`src/design/polygon_orientation_and_bbox_defines.svh`:
```
// Assertion macros for the polyline orientation and bounding box block.
`ifndef POLYGON_ORIENTATION_AND_BBOX_DEFINES_SVH
`define POLYGON_ORIENTATION_AND_BBOX_DEFINES_SVH

`ifndef SYNTHESIS

`define POB_ASSERT_ALWAYS(lbl, clk, rst, cond) \
   lbl: assert property (@(posedge clk) disable iff (rst) (cond)) \
      else $error("pob assertion failed");

`define POB_ASSERT_NEXT(lbl, clk, rst, ante, cons) \
   lbl: assert property (@(posedge clk) disable iff (rst) (ante) |=> (cons)) \
      else $error("pob assertion failed");

`else

`define POB_ASSERT_ALWAYS(lbl, clk, rst, cond)

`define POB_ASSERT_NEXT(lbl, clk, rst, ante, cons)

`endif

`endif

```
`src/design/pob_pkg.sv`:
```
// Shared constants and stage control types for the polyline orientation block.
package pob_pkg;

   localparam int POB_FIELD_BITS = 32;
   localparam int POB_ID_BITS    = 32;
   localparam int POB_COORD_BITS = 32;
   localparam int POB_ACC_BITS   = 64;

   // per-vertex position within its polyline
   typedef struct packed {
      logic first;
      logic last;
   } pob_tag_type;

   // pipeline advance controls, computed once in the top level
   typedef struct packed {
      logic s1_take;
      logic s1_go;
      logic s2_take;
      logic s2_go;
   } pob_adv_type;

endpackage

```
`src/design/pob_front.sv`:
```
// Input stage: captures a vertex beat together with the previous point and first flag.
module pob_front
   import pob_pkg::*;
#(
   parameter int COORD_BITS = POB_COORD_BITS
) (
   input  logic                         clock,
   input  logic                         reset,
   input  logic                         req_valid,
   input  logic signed [POB_ID_BITS-1:0]    req_vertex_id,
   input  logic signed [POB_FIELD_BITS-1:0] req_lon,
   input  logic signed [POB_FIELD_BITS-1:0] req_lat,
   input  logic                         req_last_vertex,
   input  pob_adv_type                  adv,
   output logic                         s1_valid,
   output pob_tag_type                  s1_tag,
   output logic [POB_ID_BITS-1:0]       s1_id,
   output logic signed [COORD_BITS-1:0] s1_x,
   output logic signed [COORD_BITS-1:0] s1_y,
   output logic signed [COORD_BITS-1:0] s1_px,
   output logic signed [COORD_BITS-1:0] s1_py
);

   logic                         accept;
   logic                         s1_valid_ff, s1_valid_in;
   logic                         have_first_ff, have_first_in;
   pob_tag_type                  tag_ff;
   logic [POB_ID_BITS-1:0]       id_ff;
   logic signed [COORD_BITS-1:0] x_in, y_in;
   logic signed [COORD_BITS-1:0] x_ff, y_ff, px_ff, py_ff;
   logic signed [COORD_BITS-1:0] prev_x_ff, prev_y_ff;

   assign accept = req_valid && adv.s1_take;
   assign x_in   = $signed(req_lon[COORD_BITS-1:0]);
   assign y_in   = $signed(req_lat[COORD_BITS-1:0]);

   always_comb begin
      s1_valid_in   = s1_valid_ff;
      have_first_in = have_first_ff;
      if (adv.s1_take) begin
         s1_valid_in = req_valid;
      end
      if (accept) begin
         have_first_in = !req_last_vertex;
      end
   end

   always_ff @(posedge clock) begin
      if (reset) begin
         s1_valid_ff   <= 1'b0;
         have_first_ff <= 1'b0;
      end else begin
         s1_valid_ff   <= s1_valid_in;
         have_first_ff <= have_first_in;
      end
   end

   always_ff @(posedge clock) begin
      if (accept) begin
         tag_ff.first <= !have_first_ff;
         tag_ff.last  <= req_last_vertex;
         id_ff        <= req_vertex_id;
         x_ff         <= x_in;
         y_ff         <= y_in;
         px_ff        <= prev_x_ff;
         py_ff        <= prev_y_ff;
         prev_x_ff    <= x_in;
         prev_y_ff    <= y_in;
      end
   end

   assign s1_valid = s1_valid_ff;
   assign s1_tag   = tag_ff;
   assign s1_id    = id_ff;
   assign s1_x     = x_ff;
   assign s1_y     = y_ff;
   assign s1_px    = px_ff;
   assign s1_py    = py_ff;

endmodule

```
`config.mk`:
```
export PLATFORM = sky130hd
export DESIGN_NAME = pob_front
export DESIGN_NICKNAME = d
export VERILOG_FILES = /design/src/design/polygon_orientation_and_bbox_defines.svh /design/src/design/pob_pkg.sv /design/src/design/pob_front.sv
export SDC_FILE = /design/constraint.sdc
export NUM_CORES = 1
export LEC_CHECK = 0
export BUFFER_PORTS_ARGS = -buffer_cell sky130_fd_sc_hd__buf_4
export CAP_MARGIN = 20
export CORE_UTILIZATION = 44
export DETAILED_ROUTE_END_ITERATION = 10
export MAX_ROUTING_LAYER = met4
export PLACE_DENSITY = 0.85
export SYNTH_ARGS = -nofsm -noshare
export SYNTH_HDL_FRONTEND = slang
export SYNTH_SLANG_ARGS = --single-unit
```
`constraint.sdc`:
```
create_clock -name clock -period 2.8 [get_ports clock]
set_input_delay 0.56 -clock clock [delete_from_list [all_inputs] [get_ports clock]]
set_output_delay 0.56 -clock clock [all_outputs]
set_load 0.02 [all_outputs]
```
==> impl_metrics.ini <==
[sta]
hold_violations = 0
finalClockSkew_ns = 0.006700
rsz0062_at_grt = false
setup_viol = 0
slew-limit-headroom_pct = 65.93
fmax_mhz = 598.1
post-route-min-period_ns = 1.672
drv_slew = 0
tightest_slew_ns = 0.5110
setup_tns_ns = 0
post-route-period-util_pct = 59.72

[power_and_ir_drop]
peakVddDrop_v = 0.0004261
power.density_nw_per_um2 = 722.9
p_leak_uw = 0.003124

[cells_and_area]
final_cell_mix = buf_4 (265), edfxtp_1 (162), clkbuf_16 (16), clkbuf_1 (5)
finish.utilization_pct = 71.25
layout-drive-gt1-share_pct = 63.27
final_common_cell = buf_4
n_fill_cell = 672
antennaDiodeCount = 0
area_growth_pct = 56.76
fin_nets = 562

[cts]
cts.sinks = 164
ctsResizeCount = 0
clock_latency_ns = 0.51
root_buffer = clkbuf_8
ctsHoldBuffers = 0
cts_setup_buffers = 0
cts_tree = yes
cts_buffers = 17
cts_buffer_depth = 2
clkTransAtPathRegs_ns = 0.06
cts_max_level = 4

[critical_path]
r2r-end = s1_py[9]
crit_buf_inv = 1
required_ns = 2.24
cp_slowest_cell = edfxtp_1
cp_slowest_stage_delay_ns = 0.42
timing.rr.start = prev_y_ff[9]
critical_path_arrival_ns = 1.11
crit_type = flop to output port
r2r_setup_slack_ns = 2.10
cp_cell_sequence = buf_4
r2r_cells = 0
end_kind = output port
critical-path-top-delay-family = flip-flops
start_kind = flop
critPathMaxFanout = 2

[status]
status = complete, no violations

[yosys]
synthXorXnorAreaFrac_pct = 0
synthAdderAreaFrac_pct = 0
synth_top_family_by_area = compound AO/OA/AOI/OAI gates
ys_ff_latch = 164
syn_area_per_cell_sq_um = 29.11
ys_seq_area_share_pct = 99.12
synth_cells = 170
yosys_warnings = 0
syn-cell-area_sq_um = 4948
synth_cell_type_count = 8
yosys.area_share.simple_pct = 0.2528
synth_mux_area_share_pct = 0.2023
synth-compound-area-share_pct = 0.3540
synth_nets = 274

[grt]
grt_max_degree = 34
grt_pass1_vias = 2871
grtUsageTotal_pct = 19.05
antenna_found_initial = 0
grt_pass1_wl_mm = 15.02
overflow = 0

[die]
std_cell_rows = 38
dieArea_sq_um = 11670
fp.dieH_um = 108.1
start_util_pct = 45.45
core_area_sq_um = 10890
ios = 267
die_w_um = 108.1

[min_path]
min-delay-path-class = input pin to flop
holdPathStages = 2
min_to = have_first_ff
min-delay-start = reset

[flow_run]
maxCapViolCount = 0

[drt]
drt-initial-drc-count = 122
wl_mm = 10.81
post_drt_via_cell_ratio = 4.592
drc = 0
firstDrtPassIters = 4
via_count = 2806
ant_nets = 0
wl_per_cell_um = 17.69

[placement]
numPortBuffers = 263
gp_congestion = 0.7749
## metal layers
| layer | share of wire [%] | global-route usage (%) | up-vias |
|---|---|---|---|
| li1 | - | - | 1273 |
| met1 | 34 | 19.03 | 1336 |
| met2 | 53 | 31.67 | 170 |
| met3 | 10 | 7.836 | 27 |
| met4 | 3.2 | 10.18 | 0 |
| met5 | 0 | - | - |
## synth_stat cells (all sizes together)
cell / count / share of area [%]
a21oi: 1 / 0.10
nor2: 1 / 0.076
mux2i: 1 / 0.20
dfxtp: 2 / 0.81
a211oi: 1 / 0.25
inv: 1 / 0.076
edfxtp: 162 / 98
and2: 1 / 0.18
## how the worst max path moves through the flow
stage | start | to | slack [ns] | depth (start not counted)
6_report | prev_y_ff[3] | s1_y[3] | 1.13 | 1
2_1_floorplan | adv[3] | prev_x_ff[0] | 0.64 | 1
4_1_cts | prev_y_ff[3] | s1_y[3] | 1.09 | 1
3_5_place_dp | adv[3] | s1_id[19] | 0.98 | 3
5_1_grt | prev_y_ff[3] | s1_y[3] | 1.07 | 1
3_3_place_gp | adv[3] | s1_id[19] | 1.0 | 3
## power breakdown
group,switching (uW),internal (uW)
sequential,52.9,2860
clock,860,1320
combinational,276,246
## cell families after synthesis
group,count (synthesis)
AO/OA/AOI/OAI,2
buffers and inverters,1
multiplexers,1
flip-flops,164
AND/OR/NAND/NOR,2
## through the flow
step / cells / worst slack (ns) / instance area [sq um] / hold slack (ns) / total power (uW)
5_1_grt: 611 / 1.070 / 7757 / 0.1781 / 5791
4_1_cts: 611 / 1.086 / 7757 / 0.1874 / 5659
3_3_place_gp: 579 / 0.9988 / 7193 / 0.4314 / 3466
2_1_floorplan: 170 / 0.6439 / 4949 / 0.4273 / 3151
3_5_place_dp: 579 / 0.9770 / 7193 / 0.4359 / 3487
6_report: 611 / 1.128 / 7757 / 0.2103 / 5608
## registers in the layout, summed over array words and instances, names as in the netlist
register,flops
s1_id,32
s1_tag,2
s1_px,32
have_first_ff,1
prev_x_ff,32
s1_valid,1
s1_py,32
prev_y_ff,32
## area by class of cell
class	count	area, sq um	share of cell area (%)
clock inverter	8	103.9	1.339
inverter	1	3.754	0.04839
timing repair buffer	269	2069	26.68
sequential	164	4905	63.23
tap	140	175.2	2.258
multi-input combinational	5	40.04	0.5161
clock buffer	24	460.4	5.935
No activity file was read; power rests on OpenSTA's default activity.
