$ cat src/design/polygon_orientation_and_bbox_defines.svh
// Assertion macros for the polyline orientation and bounding box block.
`ifndef POLYGON_ORIENTATION_AND_BBOX_DEFINES_SVH
`define POLYGON_ORIENTATION_AND_BBOX_DEFINES_SVH

`ifndef SYNTHESIS

`define POB_ASSERT_ALWAYS(lbl, clk, rst, cond) \
   lbl: assert property (@(posedge clk) disable iff (rst) (cond)) \
      else $error("pob assertion failed");

`define POB_ASSERT_NEXT(lbl, clk, rst, ante, cons) \
   lbl: assert property (@(posedge clk) disable iff (rst) (ante) |=> (cons)) \
      else $error("pob assertion failed");

`else

`define POB_ASSERT_ALWAYS(lbl, clk, rst, cond)

`define POB_ASSERT_NEXT(lbl, clk, rst, ante, cons)

`endif

`endif

$ cat src/design/pob_pkg.sv
// Shared constants and stage control types for the polyline orientation block.
package pob_pkg;

   localparam int POB_FIELD_BITS = 32;
   localparam int POB_ID_BITS    = 32;
   localparam int POB_COORD_BITS = 32;
   localparam int POB_ACC_BITS   = 64;

   // per-vertex position within its polyline
   typedef struct packed {
      logic first;
      logic last;
   } pob_tag_type;

   // pipeline advance controls, computed once in the top level
   typedef struct packed {
      logic s1_take;
      logic s1_go;
      logic s2_take;
      logic s2_go;
   } pob_adv_type;

endpackage

$ cat src/design/pob_acc.sv
// Accumulate stage: shoelace sum and the result register.
`include "polygon_orientation_and_bbox_defines.svh"

module pob_acc
   import pob_pkg::*;
#(
   parameter int COORD_BITS = POB_COORD_BITS,
   parameter int ACC_BITS   = POB_ACC_BITS
) (
   input  logic                              clock,
   input  logic                              reset,
   input  pob_adv_type                       adv,
   input  pob_tag_type                       s2_tag,
   input  logic                              s2_closed,
   input  logic signed [2*COORD_BITS-1:0]    s2_p1,
   input  logic signed [2*COORD_BITS-1:0]    s2_p2,
   input  logic signed [COORD_BITS-1:0]      box_min_lon,
   input  logic signed [COORD_BITS-1:0]      box_min_lat,
   input  logic signed [COORD_BITS-1:0]      box_max_lon,
   input  logic signed [COORD_BITS-1:0]      box_max_lat,
   output logic                              out_free,
   output logic                              rsp_valid,
   input  logic                              rsp_stall,
   output logic                              rsp_closed,
   output logic                              rsp_clockwise,
   output logic signed [POB_FIELD_BITS-1:0]  rsp_min_lon,
   output logic signed [POB_FIELD_BITS-1:0]  rsp_min_lat,
   output logic signed [POB_FIELD_BITS-1:0]  rsp_max_lon,
   output logic signed [POB_FIELD_BITS-1:0]  rsp_max_lat
);

   localparam int PROD_BITS = 2 * COORD_BITS;
   localparam int WIDE_BITS = (PROD_BITS > ACC_BITS) ? PROD_BITS : ACC_BITS;

   logic signed [WIDE_BITS-1:0]      p1_wide, p2_wide;
   logic [ACC_BITS-1:0]              acc_ff, acc_in;
   logic                             load;
   logic                             rsp_valid_ff, rsp_valid_in;
   logic                             closed_ff, clockwise_ff;
   logic signed [POB_FIELD_BITS-1:0] min_lon_ff, min_lat_ff, max_lon_ff, max_lat_ff;

   // sign-extend, then keep the low accumulator bits: the sum wraps
   assign p1_wide = WIDE_BITS'(s2_p1);
   assign p2_wide = WIDE_BITS'(s2_p2);
   assign load    = adv.s2_go && s2_tag.last;

   always_comb begin
      acc_in = acc_ff;
      if (adv.s2_go) begin
         if (s2_tag.first) begin
            acc_in = '0;
         end else begin
            acc_in = acc_ff + p1_wide[ACC_BITS-1:0] - p2_wide[ACC_BITS-1:0];
         end
      end
   end

   always_comb begin
      rsp_valid_in = rsp_valid_ff;
      if (load) begin
         rsp_valid_in = 1'b1;
      end else if (!rsp_stall) begin
         rsp_valid_in = 1'b0;
      end
   end

   always_ff @(posedge clock) begin
      if (reset) begin
         acc_ff       <= '0;
         rsp_valid_ff <= 1'b0;
      end else begin
         acc_ff       <= acc_in;
         rsp_valid_ff <= rsp_valid_in;
      end
   end

   always_ff @(posedge clock) begin
      if (load) begin
         closed_ff    <= s2_closed;
         clockwise_ff <= s2_closed && acc_in[ACC_BITS-1];
         min_lon_ff   <= POB_FIELD_BITS'(box_min_lon);
         min_lat_ff   <= POB_FIELD_BITS'(box_min_lat);
         max_lon_ff   <= POB_FIELD_BITS'(box_max_lon);
         max_lat_ff   <= POB_FIELD_BITS'(box_max_lat);
      end
   end

   assign out_free      = !rsp_valid_ff || !rsp_stall;
   assign rsp_valid     = rsp_valid_ff;
   assign rsp_closed    = closed_ff;
   assign rsp_clockwise = clockwise_ff;
   assign rsp_min_lon   = min_lon_ff;
   assign rsp_min_lat   = min_lat_ff;
   assign rsp_max_lon   = max_lon_ff;
   assign rsp_max_lat   = max_lat_ff;

   `POB_ASSERT_ALWAYS(a_no_overwrite, clock, reset, !load || out_free)
   `POB_ASSERT_NEXT(a_last_loads, clock, reset, load, rsp_valid_ff)
   `POB_ASSERT_NEXT(a_first_clears, clock, reset, adv.s2_go && s2_tag.first, acc_ff == '0)
   `POB_ASSERT_ALWAYS(a_cw_needs_closed, clock, reset, !rsp_valid_ff || closed_ff || !clockwise_ff)

endmodule
$ cat config.mk
export PLATFORM = sky130hd
export DESIGN_NAME = pob_acc
export DESIGN_NICKNAME = d
export VERILOG_FILES = /design/src/design/pob_pkg.sv /design/src/design/pob_acc.sv
export VERILOG_INCLUDE_DIRS = /design/src /design/src/design
export SDC_FILE = /design/constraint.sdc
export NUM_CORES = 1
export LEC_CHECK = 0
export BUFFER_PORTS_ARGS = -buffer_cell sky130_fd_sc_hd__buf_2
export CORE_UTILIZATION = 47
export DETAILED_ROUTE_END_ITERATION = 7
export PLACE_DENSITY = 0.81
export SLEW_MARGIN = 15
export SYNTH_ARGS = -nofsm -noshare
export SYNTH_HDL_FRONTEND = slang
export SYNTH_SLANG_ARGS = --single-unit
$ cat constraint.sdc
create_clock -name clock -period 4.1 [get_ports clock]
set_input_delay 0.615 -clock clock [delete_from_list [all_inputs] [get_ports clock]]
set_output_delay 0.615 -clock clock [all_outputs]
set_load 0.02 [all_outputs]
==> summary.md, run 1 <==
| Metric | Value |
|---|---|
| Worst-Skew Late Latency | roughly 440 ps |
| I/O Buffers | between 300 and 400 |
| Most heavily used metal layer in global routing | met2 |
| Area of the mapped netlist | approximately 12000 sq um |
| Syn nets | approximately 1600 |
| Status | completed |
| Initial DRC count | slightly above 800 |
| Largest family of logic cells by synthesized area | adder cells |
| Mux contribution to synthesized area | 0.2441% |
| Antenna-violating nets left | 0 |
| Nets | approximately 2100 |
| Final setup skew | between 20 and 25 ps |
| Seq/Total Area, Yosys | 42.32% |
| Routed Wire Length | roughly 37000 microns |
| Worst path required time | ~4400 ps |
| Mapped Cells | 1255 |
| Clk buf depth | 2 |
| Unrepaired setup endpoints after global routing | no |
| PostCTS Resize Cnt | 0 |
| Syn Area/Cell | just under 10 sq um |
| Vias in the first global route | around 10000 |
| Via count | about 10000 |
| Hold Vio Cnt, Final | 0 |
| Largest net degree at the start of global routing | 85 |
| Final max-slew violation count | 0 |
| Die Wd | approximately 160 microns |
| IO Pins | around 400 |
| Synth cell types | around 90 |
| Hold WC Path Type | primary input to flop |
| R2r setup slk | 370 ps |
| Most frequent cells in the layout | buf_2, inv_1, edfxtp_1 |
| M1 GR Usage | around a third |
| Die H | between 150 and 200 microns |
| HPWL after DPL | 30010 microns |
| Worst-Margin Slew | about 1000 ps |
| Initial antenna violation count | 3 |
| Average wire per standard cell | between 15 and 20 microns |
| Hold path depth | 1 |
| Clock transition at path regs | 90 ps |
| Critical setup path kind | flop to flop |
| Dpl ws | between 20 and 30 ps |
| Fin worst setup slack | 365.2 ps |
| CP Data Arrival Time | about 4100 ps |
| Starting density of the core | approximately half |
| Gr ovfl total | 0 |
| Vias per cell | a little over 5 |
| Core region area | between 20000 and 30000 sq um |
| # Post-CTS Setup Buffers | 0 |
| CTS tree | done |
| Final GP Congestion | 0.9222 |
| Most common cell after layout, fill and taps aside | buf_2 |
| Fmax achieved | approximately 270 MHz |
| Rel. slew slack | between 30% and 40% |
| Final setup violation count | 0 |
| TritonCTS Buffers | 17 |
| Yosys warns | 0 |
| TNS Setup | 0 ps |
| Worst reg2reg path depth | 15 |
| Clk root buf | clkbuf_16 |
| Final period utilization | approximately nine tenths |
| Fillers | approximately 2200 |
| Number of flops mapped to enable cells by yosys | 130 |
| Die ar. | 26820 sq um |
| P per Cell Area | about 470 nW/um^2 |
| Largest fanout on the critical path | 7 |
| Critical Path End Type | flop |
| # DRC | 0 |
| DRT Pass-1 Iters | 6 |
| Fin crit period | between 3000 and 4000 ps |
| Share of cells above drive strength 1 | roughly 30% |
| Clk sinks | 195 |
| H-tree depth | 4 |
| Tot GR Track Use | a little over a quarter |
| Crit path launch type | flop |
| Worst VDD drop | around 0.30 mV |
| Seq cells post-synth | just under 200 |
| Async set or reset register ratio after synthesis | 0% |
| Hold buffers post-CTS | 0 |
| Reported max-cap violation count | 0 |
| Met2 Usage GRT | between 40 and 50% |
| P&R area growth vs syn | 25.93% |
| Xor/xnor share of the synthesized area | under 10% |
| P_leak | 7.478 nW |
| Main synth FF type | edfxtp_1 |
| Post-synthesis compound-gate area fraction | between 15 and 20% |
| Global-route wire length before repair | around 55000 microns |
| Post-Synth Adder-Cell Area | 16.76% |
| Synth Area in Simple Gates | between 10% and 20% |
| Row Count | 58 |
| M3 GR Usage | under 10% |
-- sequential cells by signal, indices dropped and copies added (netlist names) --
signal	cells
acc_ff	64
rsp_max_lat	32
rsp_max_lon	32
rsp_min_lat	32
rsp_min_lon	32
rsp_clockwise	1
rsp_closed	1
rsp_valid	1
-- area by class of cell --
cell class	count	area, sq um	area share (%)
multi-input cells	743	5837	37.68
flip-flops and latches	195	5205	33.60
repair buffers	448	2377	15.35
inverters	273	1030	6.648
clock buffers	17	425.4	2.746
well taps	330	412.9	2.666
clock inverters	15	197.7	1.276
diodes	2	5.005	0.03231
-- synthesized netlist by cell type, types with 3 or more instances --
cell type	number	area share, %
a211oi_1	5	0.31
a31oi_1	8	0.41
o31ai_1	6	0.37
mux2i_1	3	0.24
nand3_1	12	0.49
nor2b_1	5	0.25
xnor2_1	38	2.7
o21ai_1	22	0.90
fa_1	63	10
o21a_1	5	0.31
o21bai_1	13	0.79
clkbuf_8	3	0.34
nor3_1	13	0.53
clkbuf_1	27	0.82
ha_1	64	6.5
and2_1	3	0.15
a22oi_1	21	1.3
and3_1	8	0.41
nand2_1	92	2.8
edfxtp_1	130	32
inv_1	273	8.3
nand4_1	24	1.2
buf_2	6	0.24
and3_2	4	0.24
a21oi_1	81	3.3
or3_1	4	0.20
a2bb2oi_1	6	0.43
o211ai_1	5	0.31
a21o_1	29	1.8
buf_6	3	0.27
nor2_1	74	2.3
dfxtp_1	65	11
nand2b_1	3	0.15
xor2_1	23	1.6
o21ai_0	50	2.0
-- power by group --
group / internal [W] / total (W) / switching (W)
Sequential: 0.00229 / 0.00236 / 0.0000720
Clock: 0.000846 / 0.00177 / 0.000928
Combinational: 0.00131 / 0.00318 / 0.00187
-- worst paths after layout --
check / startpoint / end
min: box_min_lat[12] / rsp_min_lat[12]$_DFFE_PP_
min reg2reg: acc_ff[55]$_SDFFE_PP0P_ / acc_ff[55]$_SDFFE_PP0P_
max reg2reg: acc_ff[33]$_SDFFE_PP0P_ / acc_ff[61]$_SDFFE_PP0P_
max: acc_ff[33]$_SDFFE_PP0P_ / acc_ff[61]$_SDFFE_PP0P_
-- per-stage QoR --
| step | util (%) | total power (W) | cell area, sq um | hold slack (ps) | instances |
|---|---|---|---|---|---|
| floorplan | - | 0.004619 | 12300 | 425.0 | 1255 |
| global placement | 58.51 | 0.005467 | 14860 | 431.9 | 1989 |
| detailed placement | 58.51 | 0.005527 | 14860 | 443.3 | 1989 |
| CTS | 60.97 | 0.007308 | 15480 | 331.3 | 2021 |
| global route | 60.98 | 0.007746 | 15490 | 330.9 | 2022 |
| finish | 60.99 | 0.007311 | 15490 | 345.1 | 2023 |
-- kinds of logic (layout without fill, tap and decap cells) --
kind of cell | count (synthesis) | in the layout
AND/OR/NAND/NOR | 258 | 258
adder cells (fa/ha/maj) | 127 | 127
other | 0 | 2
AO/OA/AOI/OAI | 294 | 294
XOR/XNOR | 61 | 61
multiplexers | 3 | 3
buffers and inverters | 317 | 753
flip-flops | 195 | 195
-- critical path, cell delays in order (launching register included) --
cell and delay (ps):
dfxtp_1 330, inv_1 60, fa_1 500, inv_1 60
ha_1 410, nand4_1 140, nor2_1 160, buf_4 140
o21ai_0 100, o21ai_0 380, o31ai_1 190, nor4bb_1 590
o31ai_1 160, buf_4 170, xor2_1 160, o21ai_1 80
-- routing by layer --
| metal | up-vias | wire [microns] |
|---|---|---|
| met2 | 372 | 18790 |
| met1 | 5004 | 15120 |
| met4 | 2 | 1185 |
| met3 | 57 | 2349 |
| met5 | - | 13 |
| li1 | 5058 | - |
Note: power is estimated with default switching activity, not from simulation.
==> inputs of run 2 (changes only) <==
--- a/config.mk
+++ b/config.mk
@@ -7,9 +7,12 @@
 export NUM_CORES = 1
 export LEC_CHECK = 0
 export BUFFER_PORTS_ARGS = -buffer_cell sky130_fd_sc_hd__buf_2
-export CORE_UTILIZATION = 47
+export CELL_PAD_IN_SITES_DETAIL_PLACEMENT = 0
+export CELL_PAD_IN_SITES_GLOBAL_PLACEMENT = 1
+export CORE_MARGIN = 1.5
+export CORE_UTILIZATION = 35
 export DETAILED_ROUTE_END_ITERATION = 7
-export PLACE_DENSITY = 0.81
+export PLACE_DENSITY = 0.8
 export SLEW_MARGIN = 15
 export SYNTH_ARGS = -nofsm -noshare
 export SYNTH_HDL_FRONTEND = slang
==> summary.md, run 2 (synthesis gave the netlist of run 1 again) <==
| Metric | Value |
|---|---|
| I/O Buffers | 394 (unchanged) |
| Status | completed |
| Sw Ratio | 38.78% (-0.47 points) |
| Crit-path cells | inv_1 > fa_1 > inv_1 > ha_1 > buf_4 > a21oi_1 > o21ai_0 > a311oi_1 > o21ai_0 > o31ai_1 > buf_4 > nor4bb_1 > or3b_1 > xnor2_1 > o21ai_1 |
| Average wire per standard cell | 18.18 microns (-1.8%) |
| PostCTS Resize Cnt | 0 (unchanged) |
| Fin util | 45.18% (-16 points) |
| Max incr delay on CP | 470 ps (-120 ps) |
| Vias per cell | 4.820 (-7.1%) |
| Most common cell after layout, fill and taps aside | buf_2 |
| Clock power frac | 23.1% (-1.2 points) |
| Via count | 10350 (-1.4%) |
| Clk buf depth | 2 (unchanged) |
| Routed Wire Length | 39030 microns (+4.2%) |
| # DRC | 0 (unchanged) |
| Hold buffers post-CTS | 0 (unchanged) |
| Global-route wire length before repair | 58100 microns (+4.8%) |
| Ant diodes | 0 (-2) |
| R2r setup slk | 380 ps (about the same) |
| Row Count | 68 (+17%) |
| Origin of the worst setup path | acc_ff[30]$_SDFFE_PP0P_ |
| Most frequent cells in the layout | buf_2, inv_1, edfxtp_1 |
| HPWL after DPL | 31840 microns (+6.1%) |
| CTS tree | done |
| Hold WC Path Type | primary input to flop |
| Starting density of the core | 35.61% (-13 points) |
| Nets | 2072 (+0.048%) |
| Initial antenna violation count | 8 (+5) |
| TNS Setup | 0 ps (unchanged) |
| Initial DRC count | 604 (-25%) |
| Final setup violation count | 0 (unchanged) |
| DRT Pass-1 Iters | 5 (-1) |
| Critical Path End Type | flop |
| P_leak | 7.459 nW (-0.26%) |
| Die Wd | 190.5 microns (+16%) |
| Hold Startpoint | box_min_lat[1] |
| M1 GR Usage | 23.82% (-9.3 points) |
| Final period utilization | 90.81% (-0.28 points) |
| P per Cell Area | 462.4 nW/um^2 (-2.0%) |
| M3 GR Usage | 4.748% (-0.025 points) |
| Gate power share | 44.2% (+0.7 points) |
| Psw | 0.002799 W (-2.5%) |
| CP max stage cell | fa_1 |
| Clk root buf | clkbuf_16 |
| Final setup skew | 10.08 ps (-12.06 ps) |
| Core region area | 34540 sq um (+36%) |
| Power, Total | 0.007217 W (-1.3%) |
| CP Data Arrival Time | 4020 ps (-40 ps) |
| Clock transition at path regs | 80 ps (about the same) |
| Most heavily used metal layer in global routing | met2 |
| Unrepaired setup endpoints after global routing | no |
| Tot GR Track Use | 21.24% (-6.2 points) |
| Rel. slew slack | 33.19% (+1.8 points) |
| Worst VDD drop | 0.3129 mV (+3.5%) |
| Critical setup path kind | flop to flop |
| IO Pins | 398 (unchanged) |
| Antenna-violating nets left | 0 (unchanged) |
| Final max-slew violation count | 0 (unchanged) |
| Reported max-cap violation count | 0 (unchanged) |
| Worst-Margin Slew | 999.8 ps (-29.26 ps) |
| Vias in the first global route | 10270 (+0.30%) |
| Cells after DPL | 2115 (+6.3%) |
| Largest net degree at the start of global routing | 67 (-21%) |
| Crit path launch type | flop |
| H-tree depth | 4 (unchanged) |
| Final GP Congestion | 0.8903 (-3.5%) |
| Gr ovfl total | 0 (unchanged) |
| Clk sinks | 195 (unchanged) |
| TritonCTS Buffers | 17 (unchanged) |
| Die ar. | 36280 sq um (+35%) |
| Power share of the sequential group | 32.7% (+0.4 points) |
| Reg2reg start | acc_ff[30]$_SDFFE_PP0P_ |
| P&R area growth vs syn | 26.88% |
| P_int | 0.004418 W (-0.52%) |
| Worst-Skew Late Latency | 450 ps (about the same) |
| Max reg flops | 64 (unchanged) |
| Largest Register | acc_ff |
| Post-route insts no fill | 2147 (+6.1%) |
| Die H | 190.5 microns (+16%) |
| Hold Vio Cnt, Final | 0 (unchanged) |
| Fmax achieved | 268.6 MHz (+0.31%) |
| Worst path required time | 4400 ps (-30 ps) |
| Fillers | 3415 (+55%) |
| Largest fanout on the critical path | 5 (-2) |
| Worst hold slack | 336.4 ps (-8.687 ps) |
| Fin crit period | 3723 ps (-11.52 ps) |
| Share of cells above drive strength 1 | 30.32% (about the same) |
| Met2 Usage GRT | 39.10% (-9.4 points) |
| # Post-CTS Setup Buffers | 0 (unchanged) |
## run 2: cell count changes in the layout (fill, tap and decap cells not counted), sizes merged
cell,change
diode,-2
inv,+1
clkinv,-5
clkinvlp,+2
clkbuf,+2
buf,+1
## run 2: final cells by class
type                       instances  area (sq um)  share of cell area [%]
clock buffer                      19         432.9                   2.774
clock inverter                    13         128.9                  0.8257
inverter                         273          1030                   6.598
multi-input combinational        743          5844                   37.45
sequential                       195          5205                   33.35
tap                              455         569.3                   3.648
timing repair buffer             449          2397                   15.36
## run 2: critical path: cells and delay by family (launching register included)
kind	cells	cell delay, ps
adders and majority gates	2	840
buffers and inverters	4	450
and+or+nand+nor	2	450
AOI/OAI and AO/OA	6	1310
DFF	1	340
xor gates and xnor gates	1	170
## run 2: worst paths after layout
| check | to | depth (start not counted) |
|---|---|---|
| worst max-delay path | acc_ff[57]$_SDFFE_PP0P_ | 15 |
| worst min-delay path | rsp_min_lat[1]$_DFFE_PP_ | 1 |
| worst max register to register | acc_ff[57]$_SDFFE_PP0P_ | 15 |
| worst min register to register | acc_ff[32]$_SDFFE_PP0P_ | 2 |
## run 2: per-layer routing
layer	up-vias	share of wire [%]
li1	5059	-
met1	4884	39
met2	325	52
met3	64	5.9
met4	16	3.2
met5	-	0.28
## run 2: metrics by stage
| step | setup WS, ps | cell area (sq um) |
|---|---|---|
| after detailed placement | -32.44 | 15050 |
| after global placement | -51.43 | 15050 |
| after global routing | 207.2 | 15610 |
| final | 376.7 | 15610 |
| after CTS | 383.4 | 15610 |
| after floorplan | 159.8 | 12300 |
## run 2: power groups by stage
| stage | Clock, W | Combinational (W) | Sequential [W] |
|---|---|---|---|
| 2_1_floorplan | 0 | 0.00211 | 0.00251 |
| 3_3_place_gp | 0 | 0.00313 | 0.00240 |
| 3_5_place_dp | 0 | 0.00316 | 0.00241 |
| 4_1_cts | 0.00173 | 0.00319 | 0.00236 |
| 5_1_grt | 0.00180 | 0.00353 | 0.00238 |
| 6_report | 0.00167 | 0.00319 | 0.00236 |
